$ cat src/design/assert_macros.svh
// Assertion macros used by the allocator top level.
`ifndef ASSERT_MACROS_SVH
`define ASSERT_MACROS_SVH

// Checked at every clock edge outside reset.
`define FFBA_ASSERT(label, clk, rst_n, prop) \
    label: assert property (@(posedge clk) disable iff (!rst_n) prop) \
        else $error("assertion failed");

// Checked at the clock edge after each edge with reset low.
`define FFBA_ASSERT_POST(label, clk, rst_n, prop) \
    label: assert property (@(posedge clk) !rst_n |=> prop) \
        else $error("assertion failed");

`endif

$ cat src/design/ffba_pkg.sv
// Package: types and constants of the first-fit block allocator.
`default_nettype none
package ffba_pkg;
    localparam int MAX_BLOCKS   = 64;
    localparam int IDX_W        = $clog2(MAX_BLOCKS);
    localparam int CNT_W        = IDX_W + 1;
    localparam int PAGE_SHIFT   = 12;
    localparam int HEADER_BYTES = 16;
    localparam int GAP_BYTES    = 16;
    localparam int ADDR_W       = 48;
    localparam int SZ_W         = 21;
    localparam int PG_W         = 9;

    localparam logic [1:0] ST_OK      = 2'd0;
    localparam logic [1:0] ST_BAD     = 2'd1;
    localparam logic [1:0] ST_OOM     = 2'd2;
    localparam logic [1:0] ST_UNKNOWN = 2'd3;

    localparam logic OP_ALLOC = 1'b0;
    localparam logic OP_FREE  = 1'b1;

    localparam logic CFG_HEAP_BASE  = 1'b0;
    localparam logic CFG_PAGE_LIMIT = 1'b1;

    typedef struct packed {
        logic              operation;
        logic [SZ_W-1:0]   request_bytes;
        logic [ADDR_W-1:0] block_address;
    } t_in_item;

    typedef struct packed {
        logic [1:0]        status;
        logic [ADDR_W-1:0] payload_address;
        logic [SZ_W-1:0]   bytes_in_use;
        logic [SZ_W-1:0]   heap_bytes;
    } t_out_item;

    typedef struct packed {
        logic [SZ_W-1:0] offset;
        logic [SZ_W-1:0] size;
        logic            in_use;
    } t_entry;

    typedef struct packed {
        logic [ADDR_W-1:0] a;
        logic [ADDR_W-1:0] b;
        logic [6:0]        k;
        logic [ADDR_W-1:0] c;
    } t_alu_req;

    typedef struct packed {
        logic [ADDR_W-1:0] sum;
        logic              ge;
        logic              eq;
    } t_alu_rsp;
endpackage
`default_nettype wire

$ cat src/design/first_fit_block_allocator.sv
// Top level: first-fit heap block allocator with sequencer, block table and shared ALU.
//
// Usage:
//   Requests enter on i_in_valid / o_in_stall with payload i_in_data (allocate or free).
//   One result beat per request leaves on o_out_valid / i_out_stall with o_out_data.
//   Configuration (heap base, page limit) is written on i_cfg_valid / o_cfg_ready
//   with i_cfg_index and i_cfg_data. The user must write it only while no request
//   is in flight; the block does not enforce this.
// Sequencing:
//   Requests are served one at a time; o_in_stall is high until the result has
//   moved to the output register. A request walks the block table one entry at a
//   time in two steps (RAM read, evaluate); the table RAM has a single read port
//   and the ALU is shared. A bad-value request goes straight to the done step.
// Reset:
//   i_rst_n low clears the block count, append offset and byte count, maps one page,
//   sets heap base 0 and page limit 256. The table contents are not cleared.
// Output stall:
//   A finished result waits in the output register while i_out_stall is high; the
//   next request may be accepted meanwhile and holds in its last step until the
//   output register is free.
`default_nettype none
`include "assert_macros.svh"
module first_fit_block_allocator
    import ffba_pkg::*;
(
    input  wire logic       i_clk,
    input  wire logic       i_rst_n,
    input  wire logic       i_in_valid,
    output logic            o_in_stall,
    input  wire t_in_item   i_in_data,
    output logic            o_out_valid,
    input  wire logic       i_out_stall,
    output t_out_item       o_out_data,
    input  wire logic       i_cfg_valid,
    output logic            o_cfg_ready,
    input  wire logic       i_cfg_index,
    input  wire logic [ADDR_W-1:0] i_cfg_data
);
    localparam logic [2:0] S_IDLE   = 3'd0;
    localparam logic [2:0] S_READ   = 3'd1;
    localparam logic [2:0] S_EVAL   = 3'd2;
    localparam logic [2:0] S_FIT    = 3'd3;
    localparam logic [2:0] S_APPCHK = 3'd4;
    localparam logic [2:0] S_APPWR  = 3'd5;
    localparam logic [2:0] S_DONE   = 3'd6;

    logic [2:0]        r_state, n_state;
    logic [ADDR_W-1:0] r_base;
    logic [PG_W-1:0]   r_limit;
    logic [CNT_W-1:0]  r_count, n_count;
    logic [SZ_W:0]     r_append, n_append;
    logic [PG_W-1:0]   r_pages, n_pages;
    logic [SZ_W-1:0]   r_used, n_used;
    logic [CNT_W-1:0]  r_idx, n_idx;
    t_in_item          r_item, n_item;
    logic [1:0]        r_status, n_status;
    logic [ADDR_W-1:0] r_payload, n_payload;
    logic              r_out_valid;
    t_out_item         r_out_data;

    t_entry            rd_entry, wr_entry;
    logic              ram_we, ram_re;
    logic [IDX_W-1:0]  ram_waddr;
    t_alu_req          alu_req;
    t_alu_rsp          alu_rsp;
    logic [SZ_W-1:0]   map_end;
    logic [SZ_W:0]     add_amt, sub_amt;
    logic [SZ_W+1:0]   add_sum;
    logic [CNT_W-1:0]  idx_inc;
    logic              can_map, out_free;

    assign map_end  = {r_pages, {PAGE_SHIFT{1'b0}}};
    assign can_map  = (r_pages < r_limit);
    assign idx_inc  = r_idx + 1'b1;
    assign add_amt  = {1'b0, r_item.request_bytes} + (SZ_W+1)'(HEADER_BYTES + GAP_BYTES);
    assign add_sum  = {2'b00, r_used} + {1'b0, add_amt};
    assign sub_amt  = {1'b0, rd_entry.size} + (SZ_W+1)'(HEADER_BYTES);
    assign out_free = !r_out_valid || !i_out_stall;

    ffba_ram #(
        .WIDTH($bits(t_entry)),
        .DEPTH(MAX_BLOCKS)
    ) u_table (
        .i_clk  (i_clk),
        .i_we   (ram_we),
        .i_waddr(ram_waddr),
        .i_wdata(wr_entry),
        .i_re   (ram_re),
        .i_raddr(r_idx[IDX_W-1:0]),
        .o_rdata(rd_entry)
    );

    ffba_alu u_alu (
        .i_req(alu_req),
        .o_rsp(alu_rsp)
    );

    // operand selection for the shared ALU
    always_comb begin
        alu_req = '0;
        case (r_state)
            S_EVAL: begin
                if (r_item.operation == OP_FREE) begin
                    alu_req.a = r_base;
                    alu_req.b = {{(ADDR_W-SZ_W){1'b0}}, rd_entry.offset};
                    alu_req.k = 7'(HEADER_BYTES);
                    alu_req.c = r_item.block_address;
                end else begin
                    alu_req.a = {{(ADDR_W-SZ_W){1'b0}}, rd_entry.offset};
                    alu_req.b = {{(ADDR_W-SZ_W){1'b0}}, rd_entry.size};
                    alu_req.k = 7'(HEADER_BYTES + GAP_BYTES);
                    alu_req.c = {{(ADDR_W-SZ_W){1'b0}}, map_end};
                end
            end
            S_FIT: begin
                alu_req.a = r_base;
                alu_req.b = {{(ADDR_W-SZ_W){1'b0}}, rd_entry.offset};
                alu_req.k = 7'(HEADER_BYTES);
            end
            S_APPCHK: begin
                alu_req.a = {{(ADDR_W-SZ_W-1){1'b0}}, r_append};
                alu_req.b = {{(ADDR_W-SZ_W){1'b0}}, r_item.request_bytes};
                alu_req.k = 7'(HEADER_BYTES);
                alu_req.c = {{(ADDR_W-SZ_W){1'b0}}, map_end};
            end
            S_APPWR: begin
                alu_req.a = r_base;
                alu_req.b = {{(ADDR_W-SZ_W-1){1'b0}}, r_append};
                alu_req.k = 7'(HEADER_BYTES);
            end
            default: alu_req = '0;
        endcase
    end

    always_comb begin
        n_state   = r_state;
        n_count   = r_count;
        n_append  = r_append;
        n_pages   = r_pages;
        n_used    = r_used;
        n_idx     = r_idx;
        n_item    = r_item;
        n_status  = r_status;
        n_payload = r_payload;
        ram_we    = 1'b0;
        ram_re    = 1'b0;
        ram_waddr = r_idx[IDX_W-1:0];
        wr_entry  = rd_entry;

        unique case (r_state)
            S_IDLE: begin
                if (i_in_valid) begin
                    n_item    = i_in_data;
                    n_idx     = '0;
                    n_payload = '0;
                    n_status  = ST_OK;
                    if (i_in_data.operation == OP_ALLOC) begin
                        if (i_in_data.request_bytes == '0) begin
                            n_status = ST_BAD;
                            n_state  = S_DONE;
                        end else if (r_count == '0) begin
                            n_state = S_APPCHK;
                        end else begin
                            n_state = S_READ;
                        end
                    end else begin
                        if (i_in_data.block_address == '0) begin
                            n_status = ST_BAD;
                            n_state  = S_DONE;
                        end else if (r_count == '0) begin
                            n_status = ST_UNKNOWN;
                            n_state  = S_DONE;
                        end else begin
                            n_state = S_READ;
                        end
                    end
                end
            end
            S_READ: begin
                ram_re  = 1'b1;
                n_state = S_EVAL;
            end
            S_EVAL: begin
                n_idx = idx_inc;
                if (idx_inc == r_count) begin
                    n_state = (r_item.operation == OP_ALLOC) ? S_APPCHK : S_DONE;
                    if (r_item.operation == OP_FREE) begin
                        n_status = ST_UNKNOWN;
                    end
                end else begin
                    n_state = S_READ;
                end
                if (r_item.operation == OP_FREE) begin
                    if (alu_rsp.eq) begin
                        ram_we          = 1'b1;
                        wr_entry.in_use = 1'b0;
                        n_used          = (sub_amt >= {1'b0, r_used}) ? '0
                                        : r_used - sub_amt[SZ_W-1:0];
                        n_status        = ST_OK;
                        n_idx           = r_idx;
                        n_state         = S_DONE;
                    end
                end else if (!rd_entry.in_use) begin
                    if (rd_entry.size >= r_item.request_bytes) begin
                        n_idx   = r_idx;
                        n_state = S_FIT;
                    end else if (alu_rsp.ge) begin
                        // block end reaches the heap end: map one more page, or report OOM at the page limit
                        if (can_map) begin
                            n_pages = r_pages + 1'b1;
                        end else begin
                            n_status = ST_OOM;
                            n_state  = S_DONE;
                        end
                    end
                end
            end
            S_FIT: begin
                ram_we          = 1'b1;
                wr_entry.in_use = 1'b1;
                n_payload       = alu_rsp.sum;
                n_used          = (|add_sum[SZ_W+1:SZ_W]) ? '1 : add_sum[SZ_W-1:0];
                n_state         = S_DONE;
            end
            S_APPCHK: begin
                if (r_count >= CNT_W'(MAX_BLOCKS)) begin
                    n_status = ST_OOM;
                    n_state  = S_DONE;
                end else if (alu_rsp.ge) begin
                    if (can_map) begin
                        n_pages = r_pages + 1'b1;
                    end else begin
                        n_status = ST_OOM;
                        n_state  = S_DONE;
                    end
                end else begin
                    n_state = S_APPWR;
                end
            end
            S_APPWR: begin
                ram_we          = 1'b1;
                ram_waddr       = r_count[IDX_W-1:0];
                wr_entry.offset = r_append[SZ_W-1:0];
                wr_entry.size   = r_item.request_bytes;
                wr_entry.in_use = 1'b1;
                n_count         = r_count + 1'b1;
                n_append        = r_append + add_amt;
                n_payload       = alu_rsp.sum;
                n_used          = (|add_sum[SZ_W+1:SZ_W]) ? '1 : add_sum[SZ_W-1:0];
                n_state         = S_DONE;
            end
            S_DONE: begin
                if (out_free) begin
                    n_state = S_IDLE;
                end
            end
            default: n_state = S_IDLE;
        endcase
    end

    always_ff @(posedge i_clk) begin
        if (!i_rst_n) begin
            r_state     <= S_IDLE;
            r_base      <= '0;
            r_limit     <= PG_W'(256);
            r_count     <= '0;
            r_append    <= '0;
            r_pages     <= PG_W'(1);
            r_used      <= '0;
            r_out_valid <= 1'b0;
        end else begin
            r_state  <= n_state;
            r_count  <= n_count;
            r_append <= n_append;
            r_pages  <= n_pages;
            r_used   <= n_used;
            if (i_cfg_valid) begin
                if (i_cfg_index == CFG_HEAP_BASE) begin
                    r_base <= i_cfg_data;
                end else begin
                    r_limit <= i_cfg_data[PG_W-1:0];
                end
            end
            if (r_state == S_DONE && out_free) begin
                r_out_valid <= 1'b1;
            end else if (!i_out_stall) begin
                r_out_valid <= 1'b0;
            end
        end
    end

    always_ff @(posedge i_clk) begin
        r_idx     <= n_idx;
        r_item    <= n_item;
        r_status  <= n_status;
        r_payload <= n_payload;
        if (r_state == S_DONE && out_free) begin
            r_out_data.status          <= r_status;
            r_out_data.payload_address <= (r_status == ST_OK) ? r_payload : '0;
            r_out_data.bytes_in_use    <= r_used;
            r_out_data.heap_bytes      <= map_end;
        end
    end

    assign o_in_stall  = (r_state != S_IDLE);
    assign o_out_valid = r_out_valid;
    assign o_out_data  = r_out_data;
    assign o_cfg_ready = 1'b1;

    `FFBA_ASSERT(a_busy_stalls, i_clk, i_rst_n, (r_state != S_IDLE) |-> o_in_stall)
    `FFBA_ASSERT(a_count_range, i_clk, i_rst_n, r_count <= CNT_W'(MAX_BLOCKS))
    `FFBA_ASSERT(a_pages_nonzero, i_clk, i_rst_n, r_pages != '0)
    `FFBA_ASSERT_POST(a_reset_idle, i_clk, i_rst_n, (r_state == S_IDLE) && !r_out_valid)
endmodule
`default_nettype wire

$ cat src/design/ffba_ram.sv
// Generic single-write, single-read RAM with registered read data.
`default_nettype none
module ffba_ram #(
    parameter int WIDTH = 8,
    parameter int DEPTH = 16
) (
    input  wire logic                     i_clk,
    input  wire logic                     i_we,
    input  wire logic [$clog2(DEPTH)-1:0] i_waddr,
    input  wire logic [WIDTH-1:0]         i_wdata,
    input  wire logic                     i_re,
    input  wire logic [$clog2(DEPTH)-1:0] i_raddr,
    output logic      [WIDTH-1:0]         o_rdata
);
    logic [WIDTH-1:0] r_mem [DEPTH];

    always_ff @(posedge i_clk) begin
        if (i_we) begin
            r_mem[i_waddr] <= i_wdata;
        end
        if (i_re) begin
            o_rdata <= r_mem[i_raddr];
        end
    end
endmodule
`default_nettype wire

$ cat src/design/ffba_alu.sv
// Shared add-and-compare unit: sum = a + b + k, compared against c.
`default_nettype none
module ffba_alu
    import ffba_pkg::*;
(
    input  wire t_alu_req i_req,
    output t_alu_rsp      o_rsp
);
    logic [ADDR_W-1:0] sum;

    assign sum       = i_req.a + i_req.b + {{(ADDR_W-7){1'b0}}, i_req.k};
    assign o_rsp.sum = sum;
    assign o_rsp.ge  = (sum >= i_req.c);
    assign o_rsp.eq  = (sum == i_req.c);
endmodule
`default_nettype wire

$ cat config.mk
export PLATFORM = sky130hd
export DESIGN_NAME = first_fit_block_allocator
export DESIGN_NICKNAME = d
export VERILOG_FILES = /design/src/design/ffba_pkg.sv /design/src/design/first_fit_block_allocator.sv /design/src/design/ffba_ram.sv /design/src/design/ffba_alu.sv
export VERILOG_INCLUDE_DIRS = /design/src /design/src/design
export SDC_FILE = /design/constraint.sdc
export NUM_CORES = 2
export LEC_CHECK = 0
export CAP_MARGIN = 15
export CORE_MARGIN = 8
export CORE_UTILIZATION = 35
export DETAILED_ROUTE_END_ITERATION = 10
export DONT_BUFFER_PORTS = 1
export PLACE_DENSITY = 0.58
export SYNTH_ARGS = -nofsm -noshare
export SYNTH_HDL_FRONTEND = slang
export SYNTH_SLANG_ARGS = --single-unit
export TNS_END_PERCENT = 30
$ cat constraint.sdc
create_clock -name i_clk -period 8.33 [get_ports i_clk]
set_input_delay 1.666 -clock i_clk [delete_from_list [all_inputs] [get_ports i_clk]]
set_output_delay 1.666 -clock i_clk [all_outputs]
set_load 0.05 [all_outputs]
==> impl_results.md <==
* Critical Path Sink Type: flip-flop
* Routed Antenna Nets at 0
* Die Area at 0.385 mm2
* Residual overflow from global routing at 0
* Critical Path AT at 8.52 ns
* Crit-path cells: and2b_1 -> and2_2 -> buf_4 -> a222oi_1 -> a21boi_0 -> fa_1 -> inv_1 -> ha_1 -> o211ai_1 -> a211o_1 -> and2_1 -> or3_1 -> and3_1 -> nor2_1 -> a31oi_1 -> mux2i_1 -> ha_1 -> nand4_1 -> nor4_4 -> nand4_4 -> and2_1 -> or3_2 -> nor2_4 -> buf_4
* Num Clock Sinks at 3122
* Wirelength per Cell at 30.2 um
* DR WL met2 at 169000 um
* Fin nets at 7137
* Syn Std Cell Area at 0.128 mm2
* Slew HR at 17.8%
* GRT Total Usage at 18.2%
* Met3 WL post-DR at 29200 um
* PortBufs at 0
* Htree depth at 5
* Total CTS buffers at 329
* Largest net degree at the start of global routing at 118
* Number of distinct library cells after synthesis at 94
* CP peak stage delay at 0.73 ns
* CTS tree: built
* Worst setup SP type: flip-flop
* Final WL at 359000 um
* Yosys Warn Count at 0
* Share of cells above drive strength 1 at 25.2%
* Post-synth ARST share at 0%
* R2R Setup Slk at 0.35 ns
* Worst-path clk slew at 0.06 ns
* Top Ports at 219
* Max cap viols at 0
* Final worst path period share at 95.8%
* Mapped Avg Cell Area at 19.6 um2
* Min-delay worst type: reg2reg
* Leakage at 46.2 nW
* CP max-delay cell: or3_2
* FP Rows at 222
* First-pass GRT wire length at 507000 um
* Achievable frequency at 0.125 GHz
* Initial DRC count at 7955
* Initial Utilization at 35.1%
* CP max FO at 20
* Crit path time final at 7.98 ns
* Hpwl dp at 222000 um
* Worst Max-Slew Pin Slew at 1.22 ns
* Cell Pwr Density at 323 mW/mm2
* Die H at 621 um
* Later-pin clock latency in the skew report at 0.92 ns
* Max Root-Sink Buffers at 4
* Number of global-route vias before repair at 66400
* Seq/Total Area, Yosys at 72.3%
* Core area at 0.365 mm2
* Routability cong. at 0.926
* Setup Fix Bufs, Post-CTS at 0
* Uppermost routed layer: met5
* Final hold vios at 0
* Root Buffer: clkbuf_16
* DR pass1 iterations at 6
* Metal1 wirelength at 150000 um
* Status: completed
* DIE WIDTH at 621 um
* Power Total at 0.0473 W
* Worst path required time at 8.87 ns
* Vias per cell at 5.59
* Post-synth EDFFs at 3002
* Kind of critical path: reg2reg
* Remaining DRCs at 0
* Placed Instances at 11300
* Top_reg_cell synth: edfxtp_1
* Initial antenna violation count at 26
* Via Count at 66500
* #FFs+latches synth at 3122
* P&R area growth vs syn at 14.4%
* Clock Skew at 0.0684 ns
* Peak supply drop at 0.352 mV
* Finished Layout Cells at 11900
* Cells after Synth at 6538
* Max-slew violations at 0
* # setup viols final at 0
* Hold Slack at 0.456 ns
-- critical path: cells and delay by family (launching register included) --
kind                       cells  cell delay (ns)
muxes                          1             0.16
and+or+nand+nor               12             4.08
DFF                            1             0.47
buffers and inverters          3             0.64
adders and majority gates      3             0.87
AOI/OAI and AO/OA              5             1.34
-- power by group --
part | total [W] | switching [W] | internal [W]
logic | 0.0137 | 0.00849 | 0.00517
registers | 0.0195 | 0.000493 | 0.0190
clock network | 0.0142 | 0.00616 | 0.00803
-- flip-flops by register name, indices dropped and copies added, names as in the netlist --
name / count
o_out_data: 80
o_out_valid: 1
r_append: 22
r_base: 48
r_count: 7
r_idx: 7
r_item: 70
r_limit: 9
r_pages: 9
r_payload: 48
r_state: 3
r_status: 2
r_used: 21
u_table.o_rdata: 43
u_table.r_mem: 2752
-- worst paths after layout --
kind	startpoint	end	cells past startpoint
setup / recovery	r_state[2]	u_table.r_mem[2][26]	24
hold / removal	r_limit[4]	r_limit[4]	2
setup reg to reg	r_state[2]	u_table.r_mem[2][26]	24
hold reg to reg	r_limit[4]	r_limit[4]	2
-- logic make-up after synthesis --
family          share of synthesized area, %
simple gates                            3.98
flops                                   72.3
buf+inv                                 1.51
xor+xnor                               0.795
other cells                          0.00587
mux                                     16.2
fa+ha+maj                               2.13
compound gates                          3.11
-- layout by cell type, fill, tap and decap left out, drive strengths merged, types with 30 or more instances in the layout --
master / instances
nor2: 161
clkbuf: 401
mux4: 889
nor4: 33
and3: 31
edfxtp: 3002
nand4: 44
buf: 253
ha: 208
nand2b: 30
a21oi: 182
xor2: 43
a22oi: 30
or3: 39
nand2: 448
nand3: 86
inv: 154
clkinv: 143
xnor2: 71
dfxtp: 120
and2: 82
nor3: 56
a21o: 39
mux2i: 50
o21ai: 117
-- per-stage QoR --
step           cell area (um2)  worst slack [ns]  util (%)  TNS, ns
4_1_cts                 146000            0.0315      40.1        0
5_1_grt                 146000           -0.0101      40.1  -0.0422
2_1_floorplan           128000            -0.853         -   -91.64
6_report                146000             0.352      40.1        0
3_5_place_dp            136000            0.0230      37.3        0
3_3_place_gp            136000            0.0399      37.3        0
-- cell type report --
cell class / instances / area (um2)
multi-input combinational: 2953 / 34400
inverter: 139 / 524
fill: 32300 / 219000
clock buffer: 400 / 8650
antenna: 10 / 25.0
tap: 4816 / 6030
clock inverter: 186 / 1690
timing repair buffer: 254 / 2530
sequential: 3122 / 92500
-- per-layer routing --
metal | track usage, % | up-vias
li1 | - | 27400
met1 | 25.4 | 35600
met2 | 29.3 | 2930
met3 | 3.02 | 517
met4 | 5.17 | 6
met5 | 0 | -
-- timing repair --
action | in CTS | in global routing
hold buffers | 0 | 0
setup endpoints to repair | 104 | 1728
gates resized for setup | 2 | 11
-- cells in the mapped netlist (6+ instances only) --
cell type / count / share of area (%)
edfxtp_1: 3002 / 70
mux4_2: 889 / 16
nand2_1: 448 / 1.3
ha_1: 208 / 2.0
clkbuf_1: 207 / 0.61
a21oi_1: 181 / 0.71
nor2_1: 159 / 0.47
inv_1: 137 / 0.40
dfxtp_1: 120 / 1.9
o21ai_0: 114 / 0.45
nand3_1: 85 / 0.33
and2_1: 81 / 0.40
buf_2: 75 / 0.29
xnor2_1: 70 / 0.48
nor3_1: 54 / 0.21
mux2i_1: 50 / 0.39
nand4_1: 43 / 0.21
xor2_1: 43 / 0.29
a21o_1: 39 / 0.23
or3_1: 39 / 0.19
buf_1: 37 / 0.11
and3_1: 31 / 0.15
nor4_1: 31 / 0.15
a22oi_1: 30 / 0.18
nand2b_1: 30 / 0.15
a222oi_1: 27 / 0.21
o21a_1: 23 / 0.13
a31oi_1: 19 / 0.093
o31ai_1: 19 / 0.11
a211oi_1: 16 / 0.094
nor2b_1: 16 / 0.078
buf_4: 15 / 0.088
mux2_2: 15 / 0.13
o211ai_1: 13 / 0.076
nand3b_1: 11 / 0.065
or2_2: 10 / 0.049
a221oi_2: 9 / 0.11
a211o_1: 7 / 0.048
o41ai_1: 7 / 0.048
a221oi_1: 6 / 0.041
a2bb2oi_1: 6 / 0.041
and4_1: 6 / 0.041
fa_1: 6 / 0.094
o311ai_0: 6 / 0.041
No activity file was read; power rests on OpenSTA's default activity.
